<file path="config.mk">
export PLATFORM = sky130hd
export DESIGN_NAME = vfa_fifo
export DESIGN_NICKNAME = d
export VERILOG_FILES = /design/src/sv/vfa_pkg.sv /design/src/sv/vfa_fifo.sv
export SDC_FILE = /design/constraint.sdc
export NUM_CORES = 1
export LEC_CHECK = 0
export ABC_AREA = 1
export BUFFER_PORTS_ARGS = -buffer_cell sky130_fd_sc_hd__buf_2
export CAP_MARGIN = 20
export CORE_MARGIN = 4
export CORE_UTILIZATION = 40
export DETAILED_ROUTE_END_ITERATION = 6
export PLACE_DENSITY = 0.68
export SETUP_SLACK_MARGIN = 0.1
export SYNTH_ARGS = -nofsm -noshare
export SYNTH_HDL_FRONTEND = slang
export SYNTH_SLANG_ARGS = --single-unit
export TNS_END_PERCENT = 100
</file>
<file path="constraint.sdc">
create_clock -name clk_i -period 14.3 [get_ports clk_i]
set_clock_uncertainty 0.1 [all_clocks]
set_input_delay 0 -clock clk_i [delete_from_list [all_inputs] [get_ports clk_i]]
set_output_delay 0 -clock clk_i [all_outputs]
set_load 0.01 [all_outputs]
</file>
<file path="src/sv/vfa_pkg.sv">
// ----------------------------------------------------------------------------
// vfa_pkg
// Shared constants, opcodes and queue entry type of the vector ALU.
// ----------------------------------------------------------------------------
package vfa_pkg;

  localparam int DW = 32;          // data word, two's complement
  localparam int FB = 16;          // fraction bits
  localparam int PW = 2 * DW;      // full product
  localparam int SW = PW + 2;      // sum of three products
  localparam int RW = DW;          // root bits of a sum of three squares
  localparam int NW = DW + FB;     // dividend |a| << FB

  localparam int FQ_DEPTH = 2;
  localparam int FQ_AW    = $clog2(FQ_DEPTH);
  localparam int FQ_CW    = $clog2(FQ_DEPTH + 1);

  typedef enum logic [3:0] {
    OP_ADD       = 4'd0,
    OP_SUB       = 4'd1,
    OP_SCALE     = 4'd2,
    OP_DIV       = 4'd3,
    OP_NEG       = 4'd4,
    OP_DOT       = 4'd5,
    OP_CROSS     = 4'd6,
    OP_NORM      = 4'd7,
    OP_NORMALIZE = 4'd8
  } op_e;

  // classified item as it sits in the queue
  typedef struct packed {
    logic [3:0]          opcode;
    logic                known;
    logic                s_zero;
    logic [2:0][DW-1:0]  a;
    logic [2:0][DW-1:0]  b;
    logic [DW-1:0]       s;
  } fe_t;

endpackage

</file>
<file path="src/sv/vfa_fifo.sv">
// ----------------------------------------------------------------------------
// vfa_fifo
// Short show-ahead queue between the front and the execution pipeline.
// ----------------------------------------------------------------------------
module vfa_fifo (
  input  logic          clk_i,
  input  logic          rst_ni,
  input  logic          push_i,
  input  vfa_pkg::fe_t  din_i,
  output logic          full_o,
  input  logic          pop_i,
  output vfa_pkg::fe_t  dout_o,
  output logic          empty_o
);
  import vfa_pkg::*;

  fe_t              mem_q [FQ_DEPTH];
  logic [FQ_AW-1:0] wr_q, rd_q;
  logic [FQ_CW-1:0] cnt_q;

  assign full_o  = (cnt_q == FQ_CW'(FQ_DEPTH));
  assign empty_o = (cnt_q == '0);
  assign dout_o  = mem_q[rd_q];

  always_ff @(posedge clk_i or negedge rst_ni) begin
    if (!rst_ni) begin
      wr_q  <= '0;
      rd_q  <= '0;
      cnt_q <= '0;
    end else begin
      if (push_i) wr_q <= wr_q + 1'b1;
      if (pop_i)  rd_q <= rd_q + 1'b1;
      if (push_i && !pop_i)      cnt_q <= cnt_q + 1'b1;
      else if (pop_i && !push_i) cnt_q <= cnt_q - 1'b1;
    end
  end

  always_ff @(posedge clk_i) begin
    if (push_i) begin
      mem_q[wr_q] <= din_i;
    end
  end

endmodule

</file>
======== After elaboration in Yosys (flattened, before gate mapping) ========
Memories as Yosys holds them, arrays and structs flattened.
Cells that the tools add are included.
storage, ports and cells
  register bits after elaboration ......... 4
  RAM bits ................................ 460
  memories kept ........................... 1
  output and inout bits ................... 232
  word-level logic and storage cells ...... 19
memory list
  memory  words  bits a word  read ports  clocked after memory_dff  write ports  RTL line        text
  mem_q   2      230          1           0                         1            vfa_fifo.sv:17  fe_t mem_q [FQ_DEPTH];
operators by class
  reductions and logical operators ........ 6
  multiplexer cells ....................... 4
  add/sub/neg operators ................... 4
  equality and inequality tests ........... 1
operators by type and width
  operator                                          number
  2-to-1 mux 2 bit                                  2
  adder 1 bit, second input constant                2
  adder 2 x 1 -> 2 bit, second input constant       1
  equality test 2 bit, second input constant        1
  logical AND 1 bit                                 2
  zero test 1 bit                                   2
  zero test 2 bit                                   1
  2-to-1 mux 1 bit                                  2
  nonzero test 2 bit                                1
  subtractor 2 x 1 -> 2 bit, second input constant  1

======== Longest topological paths before layout ========
  word-level depth ........................ 4
  depth in mapped cells ................... 7
  gate-level depth less buffers ........... 7

======== Worst setup path before layout ========
Ideal clock, no wire load.
  path kind ............................... flip-flop to flip-flop
  from .................................... reg wr_q
  to ...................................... mem mem_q[0][0] (netlist name), enable pin
  stages on the path, launching flop included .. 2
  required time ........................... 13.369 ns
  slack ................................... 3.424 ns
  period minus slack after synthesis ...... 10.876 ns
  buffers on the path ..................... 0
  setup time .............................. 0.831 ns
  data arrival time ....................... 9.945 ns
  cell sequence ........................... dfrtp_1 -> nor2_1
RTL lines
  item                    RTL line        text
  start, declared         vfa_fifo.sv:18  logic [FQ_AW-1:0] wr_q, rd_q;
  start signal, assigned  vfa_fifo.sv:31  if (push_i) wr_q <= wr_q + 1'b1;
  end, declared           vfa_fifo.sv:17
No word-level cell before the write port.

==> results.txt <==
largest net degree at the start of global routing: 169
post-synthesis sequential area ratio: 78.89%
gr usage total: 16.62%
slowest CP cell: buf_4
R2R Path End: mem_q[0][84]$_DFFE_PP_
Port Buffers: 465
PwrDens: 187.0 mW/mm^2
adder-cell share of the synthesized area: 0.07094%
Final GP Congestion: 0.7892
Sw Pwr: 0.001290 W
most common cell in the netlist: edfxtp_1
Setup WS post-layout: 10820 ps
Area Overhead vs Synth: 38.31%
Max VDD drop: 0.0001206 V
minimum clock period: 3481 ps
Initial DRC Count: 623
Clock Latency Late Sink: 560 ps
Clk network pwr share: 27.3%
DR vias: 9705
Initial Util: 40.67%
synth cell count leaders: edfxtp_1 (460), mux2_4 (190), mux2_2 (40), buf_6 (11), buf_8 (10)
part of the cycle the worst path needs: 24.34%
reg-to-reg slack, setup: 11470 ps
Distinct cells, synth: 16
vias per cell: 4.628
CTS sink count: 464
Slew @ Worst Pin: 1091 ps
core area: 0.04336 mm^2
Top cell by count, worst path: buf_4
Sw Share: 28.29%
Avg Inst Size Synth: 23.80 um^2
# fillers: 3274
Mapped Cells: 741
FF+latch count, synth: 464
FF-to-FF path depth: 3
I/O pin count: 466
multiplexer area fraction after synthesis: 18.73%
Worst Setup Start Kind: flip-flop
CP bufs+invs: 3
clk slew on worst S/H paths: 60 ps
yosys warns: 0
CTS tree: done
dpl ws: 11420 ps
Num CTS Buffers: 48
CP peak stage delay: 910 ps
crit end category: primary output
Die ar.: 0.04752 mm^2
Post-Synth Simple-Gate Area: 0.2341%
Worst Path Class, Setup: flip-flop to primary output
max frequency: 0.2873 GHz
combinational fraction of design power: 31.4%
CTS HTree Levels: 2
Rows: 76
Critical Path RT: 14200 ps
final net count: 1707
cell family with most CP delay: buffers and inverters
largest family of logic cells by synthesized area: multiplexers
top_reg_cell synth: edfxtp_1
RSZ-0062 raised after global routing: false
largest area contributor in the synthesized netlist: edfxtp_1
min-delay worst type: input pin to flip-flop
total power: 0.004561 W
Antenna Nets Post-Route: 0
Finish-stage setup viols: 0
Max Cap Viol: 0
status: complete, no violations
worst hold endpoint: mem_q[1][21]$_DFFE_PP_
layout cells sized above 1: 51.03%
Chip Width: 218.0 um
share of power burned in registers: 41.3%
max_slew headroom: 27.28%
EDFF count, synth: 460
r2r startpoint: wr_q$_DFFE_PN0P_
Compound-Gate Fraction of Synth Area: 0%
syn_nets: 976
grt ovf: 0
hold_sp: din_i[21]
final slew viol count: 0
post-synthesis async set-or-reset flop share: 0.8621%
First-pass DRT Iterations: 4
Leak: 9.760 nW
Post-route DRC: 0
post-CTS sizing: 0
wire length of the first global-routing pass: 60880 um
XOR/XNOR Fraction of Synth Area: 0.1490%
number of global-route vias before repair: 10.65k
setup_tns: 0 ps
Synth area leaders: edfxtp_1 (78%), mux2_4 (16%), mux2_2 (2.6%)
antenna violations before repair: 5
final hold vios: 0
crit-path max FO: 65
Die Ht: 218.0 um
final wirelength: 41070 um
mapped cell area: 0.01764 mm^2
crit-path cells: buf_4 -> buf_4 -> mux2_4 -> buf_2
clk buf depth: 3
area share of the largest cell type after synthesis: 78.32%
Int Pwr: 0.003271 W
CTS root buf: clkbuf_16
drt wl/cell: 19.58 um
Hold Crit Depth: 2
Detailed Place HPWL: 26320 um
WP data arrival: 3380 ps
==> kinds of logic (layout without fill, tap and decap cells) <==
family                     count (synthesis)  after routing
DFF                                      464            464
other                                      0              5
muxes                                    230            230
adders and majority gates                  1              1
and+or+nand+nor                           10             10
buffers and inverters                     33            799
xor gates and xnor gates                   3              3
==> power by group through the flow <==
stage | Combinational (W) | Clock, W | Sequential [W]
global placement | 0.00138 | 0 | 0.00190
finish | 0.00143 | 0.00125 | 0.00188
detailed placement | 0.00138 | 0 | 0.00191
CTS | 0.00144 | 0.00128 | 0.00188
floorplan | 0.000979 | 0 | 0.00196
global route | 0.00152 | 0.00134 | 0.00190
==> flip-flops by register name, indices dropped and copies added, names as in the netlist <==
register  flops
mem_q       460
cnt_q         2
rd_q          1
wr_q          1
==> layout make-up <==
type / count / area (um^2) / share of cell area [%]
inverter: 7 / 33.78 / 0.1385
sequential: 464 / 13920 / 57.05
antenna: 5 / 12.51 / 0.05129
clock buffer: 57 / 1256 / 5.150
tap: 585 / 732.0 / 3.001
multi-input combinational: 244 / 3391 / 13.90
clock inverter: 28 / 309.0 / 1.267
timing repair buffer: 707 / 4742 / 19.44
==> how the worst max path moves through the flow <==
stage | endpoint | cells past startpoint | from
finish | dout_o[35] | 4 | rd_q$_DFFE_PN0P_
global route | dout_o[35] | 4 | rd_q$_DFFE_PN0P_
CTS | dout_o[67] | 4 | rd_q$_DFFE_PN0P_
detailed placement | dout_o[67] | 4 | rd_q$_DFFE_PN0P_
global placement | dout_o[87] | 4 | rd_q$_DFFE_PN0P_
floorplan | mem_q[0][0]$_DFFE_PP_ | 1 | wr_q$_DFFE_PN0P_
==> worst register-to-register path: stages (launching register included) <==
cell and delay (ps):
dfrtp_1 430, nor2_4 140, buf_12 620, buf_4 1140
==> timing repair <==
action | in CTS | in global routing
endpoints found under the hold margin | 468 | 0
hold buffers | 234 | 0
setup buffers | 0 | 0
==> metrics by stage <==
stage                     instance area [um^2]  hold slack, ps  utilization [%]  std cells
final                                    24390           50.80            56.26       2097
after CTS                                24380           3.333            56.23       2092
after global placement                   20470          -287.6            47.22       1773
after global routing                     24390           33.84            56.26       2097
after detailed placement                 20470          -288.6            47.22       1773
after floorplan                          17640          -395.6                -        741
==> metal layers <==
metal | GRT usage, % | part of all wire, % | vias to the layer above | wire length [um]
met5 | 0 | 0 | - | 0
met4 | 6.973 | 4.0 | 0 | 1660
met3 | 5.810 | 8.6 | 104 | 3543
met2 | 28.42 | 50 | 417 | 20450
met1 | 19.05 | 38 | 4758 | 15420
li1 | - | - | 4426 | -
==> layout by cell type, fill, tap and decap left out <==
master and count:
buf_4 7, clkbuf_1 8, edfxtp_1 460, bufinv_16 7, clkinvlp_4 3, nand3_1 1, clkinv_1 14, mux2_4 190
dfrtp_1 3, nor2_1 2, nand2_1 5, dlygate4sd3_1 234, mux2_2 40, inv_1 6, clkbuf_16 49, clkinv_2 3
nand4_1 1, inv_8 1, ha_1 1, dfrtp_4 1, buf_12 1, inv_6 1, xor2_1 2, xnor2_1 1
diode_2 5, buf_2 465, nor2_4 1
Note: power is estimated with default switching activity, not from simulation.
