### src/sv/vfa_pkg.sv
// ----------------------------------------------------------------------------
// vfa_pkg
// Shared constants, opcodes and queue entry type of the vector ALU.
// ----------------------------------------------------------------------------
package vfa_pkg;

  localparam int DW = 32;          // data word, two's complement
  localparam int FB = 16;          // fraction bits
  localparam int PW = 2 * DW;      // full product
  localparam int SW = PW + 2;      // sum of three products
  localparam int RW = DW;          // root bits of a sum of three squares
  localparam int NW = DW + FB;     // dividend |a| << FB

  localparam int FQ_DEPTH = 2;
  localparam int FQ_AW    = $clog2(FQ_DEPTH);
  localparam int FQ_CW    = $clog2(FQ_DEPTH + 1);

  typedef enum logic [3:0] {
    OP_ADD       = 4'd0,
    OP_SUB       = 4'd1,
    OP_SCALE     = 4'd2,
    OP_DIV       = 4'd3,
    OP_NEG       = 4'd4,
    OP_DOT       = 4'd5,
    OP_CROSS     = 4'd6,
    OP_NORM      = 4'd7,
    OP_NORMALIZE = 4'd8
  } op_e;

  // classified item as it sits in the queue
  typedef struct packed {
    logic [3:0]          opcode;
    logic                known;
    logic                s_zero;
    logic [2:0][DW-1:0]  a;
    logic [2:0][DW-1:0]  b;
    logic [DW-1:0]       s;
  } fe_t;

endpackage

### src/sv/vfa_if.sv
// ----------------------------------------------------------------------------
// vfa_in_if / vfa_out_if
// Valid/ready channels of the vector ALU, operands in and results out.
// ----------------------------------------------------------------------------
interface vfa_in_if;
  logic                            valid;
  logic                            ready;
  logic [3:0]                      opcode;
  logic signed [vfa_pkg::DW-1:0]   a_x;
  logic signed [vfa_pkg::DW-1:0]   a_y;
  logic signed [vfa_pkg::DW-1:0]   a_z;
  logic signed [vfa_pkg::DW-1:0]   b_x;
  logic signed [vfa_pkg::DW-1:0]   b_y;
  logic signed [vfa_pkg::DW-1:0]   b_z;
  logic signed [vfa_pkg::DW-1:0]   scalar_in;

  modport source (output valid, opcode, a_x, a_y, a_z, b_x, b_y, b_z, scalar_in,
                  input ready);
  modport sink   (input valid, opcode, a_x, a_y, a_z, b_x, b_y, b_z, scalar_in,
                  output ready);
endinterface


### src/sv/vfa_front.sv
// ----------------------------------------------------------------------------
// vfa_front
// Input register: takes a transaction, decodes the opcode, flags a zero divisor.
// ----------------------------------------------------------------------------
module vfa_front (
  input  logic          clk_i,
  input  logic          rst_ni,
  vfa_in_if.sink        in_i,
  input  logic          full_i,
  output logic          push_o,
  output vfa_pkg::fe_t  ent_o
);
  import vfa_pkg::*;

  logic vld_q;
  fe_t  ent_q, ent_d;

  assign in_i.ready = !vld_q || !full_i;
  assign push_o     = vld_q && !full_i;
  assign ent_o      = ent_q;

  always_comb begin
    ent_d.opcode = in_i.opcode;
    ent_d.known  = (in_i.opcode <= OP_NORMALIZE);
    ent_d.s_zero = (in_i.scalar_in == '0);
    ent_d.a      = {in_i.a_z, in_i.a_y, in_i.a_x};
    ent_d.b      = {in_i.b_z, in_i.b_y, in_i.b_x};
    ent_d.s      = in_i.scalar_in;
  end

  always_ff @(posedge clk_i or negedge rst_ni) begin
    if (!rst_ni) begin
      vld_q <= 1'b0;
    end else if (in_i.ready) begin
      vld_q <= in_i.valid;
    end
  end

  always_ff @(posedge clk_i) begin
    if (in_i.ready && in_i.valid) begin
      ent_q <= ent_d;
    end
  end

endmodule

### src/flat_wrapper.sv
// flat-port wrapper written by rule: the top's interface ports become plain ports
module vfa_front_flat import vfa_pkg::*;
  (clk_i, rst_ni, full_i, push_o, ent_o, in_i_valid, in_i_opcode, in_i_a_x, in_i_a_y, in_i_a_z, in_i_b_x, in_i_b_y, in_i_b_z, in_i_scalar_in, in_i_ready);
  vfa_in_if in_i_i ();
  input  logic clk_i;
  input  logic rst_ni;
  input  logic full_i;
  output logic push_o;
  output vfa_pkg::fe_t ent_o;
  input wire logic [$bits(in_i_i.valid)-1:0] in_i_valid;
  input wire logic [$bits(in_i_i.opcode)-1:0] in_i_opcode;
  input wire logic [$bits(in_i_i.a_x)-1:0] in_i_a_x;
  input wire logic [$bits(in_i_i.a_y)-1:0] in_i_a_y;
  input wire logic [$bits(in_i_i.a_z)-1:0] in_i_a_z;
  input wire logic [$bits(in_i_i.b_x)-1:0] in_i_b_x;
  input wire logic [$bits(in_i_i.b_y)-1:0] in_i_b_y;
  input wire logic [$bits(in_i_i.b_z)-1:0] in_i_b_z;
  input wire logic [$bits(in_i_i.scalar_in)-1:0] in_i_scalar_in;
  output wire logic [$bits(in_i_i.ready)-1:0] in_i_ready;
  assign in_i_i.valid = in_i_valid;
  assign in_i_i.opcode = in_i_opcode;
  assign in_i_i.a_x = in_i_a_x;
  assign in_i_i.a_y = in_i_a_y;
  assign in_i_i.a_z = in_i_a_z;
  assign in_i_i.b_x = in_i_b_x;
  assign in_i_i.b_y = in_i_b_y;
  assign in_i_i.b_z = in_i_b_z;
  assign in_i_i.scalar_in = in_i_scalar_in;
  assign in_i_ready = in_i_i.ready;
  vfa_front u_core (.clk_i(clk_i), .rst_ni(rst_ni), .in_i(in_i_i), .full_i(full_i), .push_o(push_o), .ent_o(ent_o));
endmodule
### config.mk
export PLATFORM = sky130hd
export DESIGN_NAME = vfa_front_flat
export DESIGN_NICKNAME = d
export VERILOG_FILES = /design/src/sv/vfa_pkg.sv /design/src/sv/vfa_if.sv /design/src/sv/vfa_front.sv /design/src/flat_wrapper.sv
export SDC_FILE = /design/constraint.sdc
export NUM_CORES = 1
export LEC_CHECK = 0
export BUFFER_PORTS_ARGS = -buffer_cell sky130_fd_sc_hd__buf_2
export CORE_AREA = 3 3 179 181
export DETAILED_ROUTE_END_ITERATION = 7
export DIE_AREA = 0 0 182 184
export MAX_ROUTING_LAYER = met4
export PLACE_DENSITY_LB_ADDON = 0.05
export RECOVER_POWER = 50
export SETUP_SLACK_MARGIN = 0.4
export SYNTH_ARGS = -nofsm -noshare
export SYNTH_HDL_FRONTEND = slang
export SYNTH_SLANG_ARGS = --single-unit
### constraint.sdc
create_clock -name clk_i -period 6.57 [get_ports clk_i]
set_input_delay 0.657 -clock clk_i [delete_from_list [all_inputs] [get_ports clk_i]]
set_output_delay 0.657 -clock clk_i [all_outputs]
set_load 0.02 [all_outputs]
== After elaboration in Yosys (flattened, before gate mapping) ==
Index checks and enable logic that the tools add are counted.

* Logic and storage cells: 18
* Output and inout bits: 232
* Flip-flop bits (word level): 231
* Input bits: 232

* Reduce and logical (&&, ||, !) cells: 6
* $lt $le $gt $ge: 1

{| class="wikitable"
|+ Operators by type and width
! kind !! count
|-
| 32-bit zero test || 1
|-
| 4-bit <= comparator (second input constant) || 1
|-
| 1-bit logical AND || 2
|-
| 1-bit zero test || 2
|-
| 1-bit logical OR || 1
|}

== Longest topological paths before layout ==
* Depth in word-level cells: 3
* Gate-level depth with buffers: 3

== Worst setup path before layout ==
OpenSTA, ideal clock, no wires.

* Path kind: in2reg
* Start: input port full_i
* End: register u_core.ent_q (netlist bit u_core.ent_o[0]), enable pin
* Stages: 2
* Setup slack: -0.177 ns
* Path buffers: 0
* Data arrival time: 6.128 ns
* Setup time: 0.619 ns
* Cells stage by stage: nand2_1 > and2_1

* Longest elaborated chain between the ends: 3

{| class="wikitable"
|+ RTL lines
! what !! line !! source
|-
| start: declaration || flat_wrapper.sv:7 || <nowiki>input logic full_i;</nowiki>
|-
| 1-bit zero test || vfa_front.sv:18 || <nowiki>assign in_i.ready = !vld_q || !full_i;</nowiki>
|-
| 1-bit logical OR || vfa_front.sv:18 ||
|-
| 1-bit logical AND || vfa_front.sv:40 || <nowiki>if (in_i.ready && in_i.valid) begin</nowiki>
|-
| end signal: assignment || vfa_front.sv:41 || <nowiki>ent_q <= ent_d;</nowiki>
|-
| end: declaration || vfa_front.sv:16 || <nowiki>fe_t ent_q, ent_d;</nowiki>
|}

No other way between the ends.
A chain may end at the register's enable or synchronous reset.

== Final worst setup path ==
* Start: register u_core.vld_q
* End: register u_core.ent_q (netlist bit u_core.ent_o[46]), enable pin

* Longest elaborated chain between the ends: 3

{| class="wikitable"
|+ RTL lines
! what !! line !! source
|-
| start: declaration || vfa_front.sv:15 || <nowiki>logic vld_q;</nowiki>
|-
| start signal: assignment || vfa_front.sv:35 || <nowiki>vld_q <= in_i.valid;</nowiki>
|-
| 1-bit zero test || vfa_front.sv:18 ||
|-
| 1-bit logical OR || vfa_front.sv:18 ||
|-
| 1-bit logical AND || vfa_front.sv:40 ||
|}

No other way between the ends.

==> results.txt <==
The run finished with clean final reports. After clock tree synthesis, the clock-pin slew on the worst setup and hold paths is 0.06 ns. In this run the power spent charging and discharging nets is 0.000766 W.

The worst hold margin came out at 0.309 ns. CTS built an H-tree with a depth of 1. In this run the critical register-to-register path is launched from u_core.vld_q.

The power density over the cells came out at 323 nW/um^2. The fraction of power spent switching nets came out at 22.5%. The total congestion overflow is 0. The static leakage is 4.07 nW. The busiest layer in global routing is met2. The classification of the worst-slack hold path is in2reg.

Using the TritonRoute via totals, the vias-per-cell ratio works out to 3.80. For this run, the total global-route usage over all layers was measured as 12.5%. The routed length per instance is 19.1 um. The via count of the first global-routing pass was 4764.

The largest total area in the synthesized netlist belongs to sky130_fd_sc_hd__edfxtp_1. The share of total power in combinational logic is 8.4%. The total I/O pin count came out at 464. The critical path launch point type is a register. The maximum cell stage delay along the critical path is 0.82 ns. For the worst-skew pair, the clock arrives at the later sink with an insertion delay of 0.52 ns.

The final layout contains routed wiring with a total length of 22100 um. The clock sink total is 231. The number of max-cap violations came out at 0. In this run the tool buffered the top-level ports with 463 buffer cells. Sequential cells were found to cover 98.5% of the synthesized design area. For this run, the post-layout net count is 973. The starting density of the core came out at 23.0%. The kind of capture point of the worst setup path is a register. Data on the critical path is required at its endpoint by 6.70 ns. The cell area that synthesis handed to floorplanning was 7030 um^2. The total number of vias is 4399. Leaving out fill and tap cells, the most frequent cell in the layout is sky130_fd_sc_hd__buf_2. The sequential share of power is 51.2%. The proportion of layout cells with a drive suffix above 1 came out at 47.6%.

For this run, global-route usage on met2 was measured as 23.1%. The final number of setup-violating endpoints came out at 0. The buffer levels on the longest clock path is 3. The endpoint of the worst register-to-register path is u_core.ent_o[46]. The setup slack of the worst register-to-register path is 4.29 ns.

The post-synthesis instance total is 247. The post-route minimum period is 2.28 ns. The normalized max-slew margin is 15.5%. Yosys attributes the largest share of cell area to sky130_fd_sc_hd__edfxtp_1 98%, sky130_fd_sc_hd__nor4_1 0.62%, sky130_fd_sc_hd__dfrtp_1 0.36%. The total power came out at 0.00340 W. The per-instance average area after synthesis is 28.5 um^2.

In this run the worst setup path terminates at u_core.ent_o[46]. In this run the core area contains 64 standard-cell rows. Summed over all failing endpoints, the final setup total negative slack is 0 ns. The core footprint is 30600 um^2. The worst-case clock skew came out at 0.00783 ns. After legalization and detailed placement, the total HPWL measured 17000 um.

Derived from the worst setup path, the maximum achievable clock frequency is 0.439 GHz. Global routing used 6.02% of the available met3 tracks. The slew at the pin closest to its max-slew limit came out at 1.27 ns. The internal power consumption is 0.00264 W. In the global route stage, met1 resource usage came out at 11.7%. In this run, post-CTS repair resized a total of 0 instances. The chip width is 182 um. The area added between synthesis and finish came out at 49.6%. When the netlist entered floorplanning its net count stood at 479. Of all nets on the critical path, the largest fanout is 226.

Data arrives at the worst endpoint at 2.40 ns. In this run, synthesis produced a sequential element count of 231. The remaining antenna violation count is 0. The share of the synthesized area in the top cell type is 98.2%. The iteration-0 DRC count of the detailed router is 209. The worst register-to-register path has a depth of 3. The pin count of the biggest net entering global routing came out at 227. TritonCTS created 27 clock buffers. The clock power share is 40.5%. The number of hold violations in the final report is 0. The final worst-path cycle share came out at 34.6%. TritonCTS built the clock tree. The number of design rule violations left after detail routing is 0.

The die covers 33500 um^2. The number of different library cells used by synthesis comes to 11. The final weighted congestion of routability-driven global placement is 0.765. The critical-path cell with the highest stage delay is sky130_fd_sc_hd__buf_12. The number of antenna violations at the first check in global routing is 3. The signal on the critical path passes through nand2_1, and2_0, buf_12.

The setup path with the least slack is of type reg2reg. The final count of pins violating max slew is 0. In this run the clock root is driven by a sky130_fd_sc_hd__clkbuf_16. The critical path startpoint is u_core.vld_q.

The number of search-and-repair iterations in the first detailed-routing pass came out at 4. The floorplan step set the die height to 184 um. The worst-case IR drop observed on VDD is 184 uV.

The Yosys step of the flow raised 0 warnings. Setup repair after global routing left no endpoint under its margin. The first global-routing pass estimated 30200 um of wire. In the layout the commonest cells are 328 x sky130_fd_sc_hd__buf_2, 230 x sky130_fd_sc_hd__edfxtp_1, 143 x sky130_fd_sc_hd__clkbuf_1, 27 x sky130_fd_sc_hd__clkbuf_16.
[power groups by stage]
stage | Combinational (W) | Clock (W) | Sequential [W]
floorplan | 0.0000291 | 0 | 0.00188
detailed placement | 0.000305 | 0 | 0.00177
finish | 0.000284 | 0.00138 | 0.00174
CTS | 0.000305 | 0.00145 | 0.00174
global placement | 0.000301 | 0 | 0.00177
global route | 0.000306 | 0.00150 | 0.00175
[synth_stat cells]
library cell / instances
sky130_fd_sc_hd__dfrtp_1: 1
sky130_fd_sc_hd__nor4_1: 7
sky130_fd_sc_hd__nand4_1: 2
sky130_fd_sc_hd__edfxtp_1: 230
sky130_fd_sc_hd__and2_1: 1
sky130_fd_sc_hd__nand2b_1: 1
sky130_fd_sc_hd__nor4_2: 1
sky130_fd_sc_hd__nor2b_1: 1
sky130_fd_sc_hd__nor2_1: 1
sky130_fd_sc_hd__o31ai_1: 1
sky130_fd_sc_hd__nand2_1: 1
[cells by family after synthesis]
family,after synthesis,synth area share (%)
and+or+nand+nor,15,1.35
AOI/OAI and AO/OA,1,0.107
DFF,231,98.5
[worst max-delay path: cells and delay by family (launching register included)]
family	cells	cell delay [ns]
and+or+nand+nor	2	0.46
buffers and inverters	1	0.82
DFF	1	0.37
[flip-flops by register name (all words and copies together), names as in the netlist]
register and flops:
u_core.ent_o 230, u_core.vld_q 1
[per-stage QoR]
stage	util, %	setup WS (ns)	cells	cell area, um^2
floorplan	-	2.40	247	7040
global placement	32.3	4.19	1107	9870
detailed placement	32.3	4.12	1107	9870
CTS	34.9	4.52	1154	10700
global route	34.4	4.14	1157	10500
finish	34.4	4.29	1157	10500
[worst min-delay path by stage]
stage	start	to	cells past startpoint	slack (ns)
global route	in_i_b_y[13]	u_core.ent_o[77]	1	0.27
CTS	in_i_a_y[26]	u_core.ent_o[186]	1	0.26
floorplan	rst_ni	u_core.vld_q	0	0.36
detailed placement	rst_ni	u_core.vld_q	1	0.44
finish	in_i_b_y[20]	u_core.ent_o[84]	1	0.31
global placement	rst_ni	u_core.vld_q	1	0.43
[layout make-up]
| type | instances | area (um^2) |
|---|---|---|
| clock inverters | 11 | 100 |
| flip-flops and latches | 231 | 6930 |
| diodes | 3 | 7.51 |
| repair buffers | 465 | 2180 |
| fillers | 3101 | 20100 |
| well taps | 396 | 495 |
| clock buffers | 35 | 706 |
| multi-input cells | 16 | 103 |
[metal layers]
metal	share of wire [%]	vias up
li1	-	2011
met1	32	2086
met2	54	270
met3	12	32
met4	2.0	0
met5	0	-
[repair_timing]
item,in CTS,in global routing
buffers inserted,0,0
hold endpoints to repair,1,0
hold buffers,1,0
endpoints found under the setup margin,0,0
No activity file was read; power rests on OpenSTA's default activity.
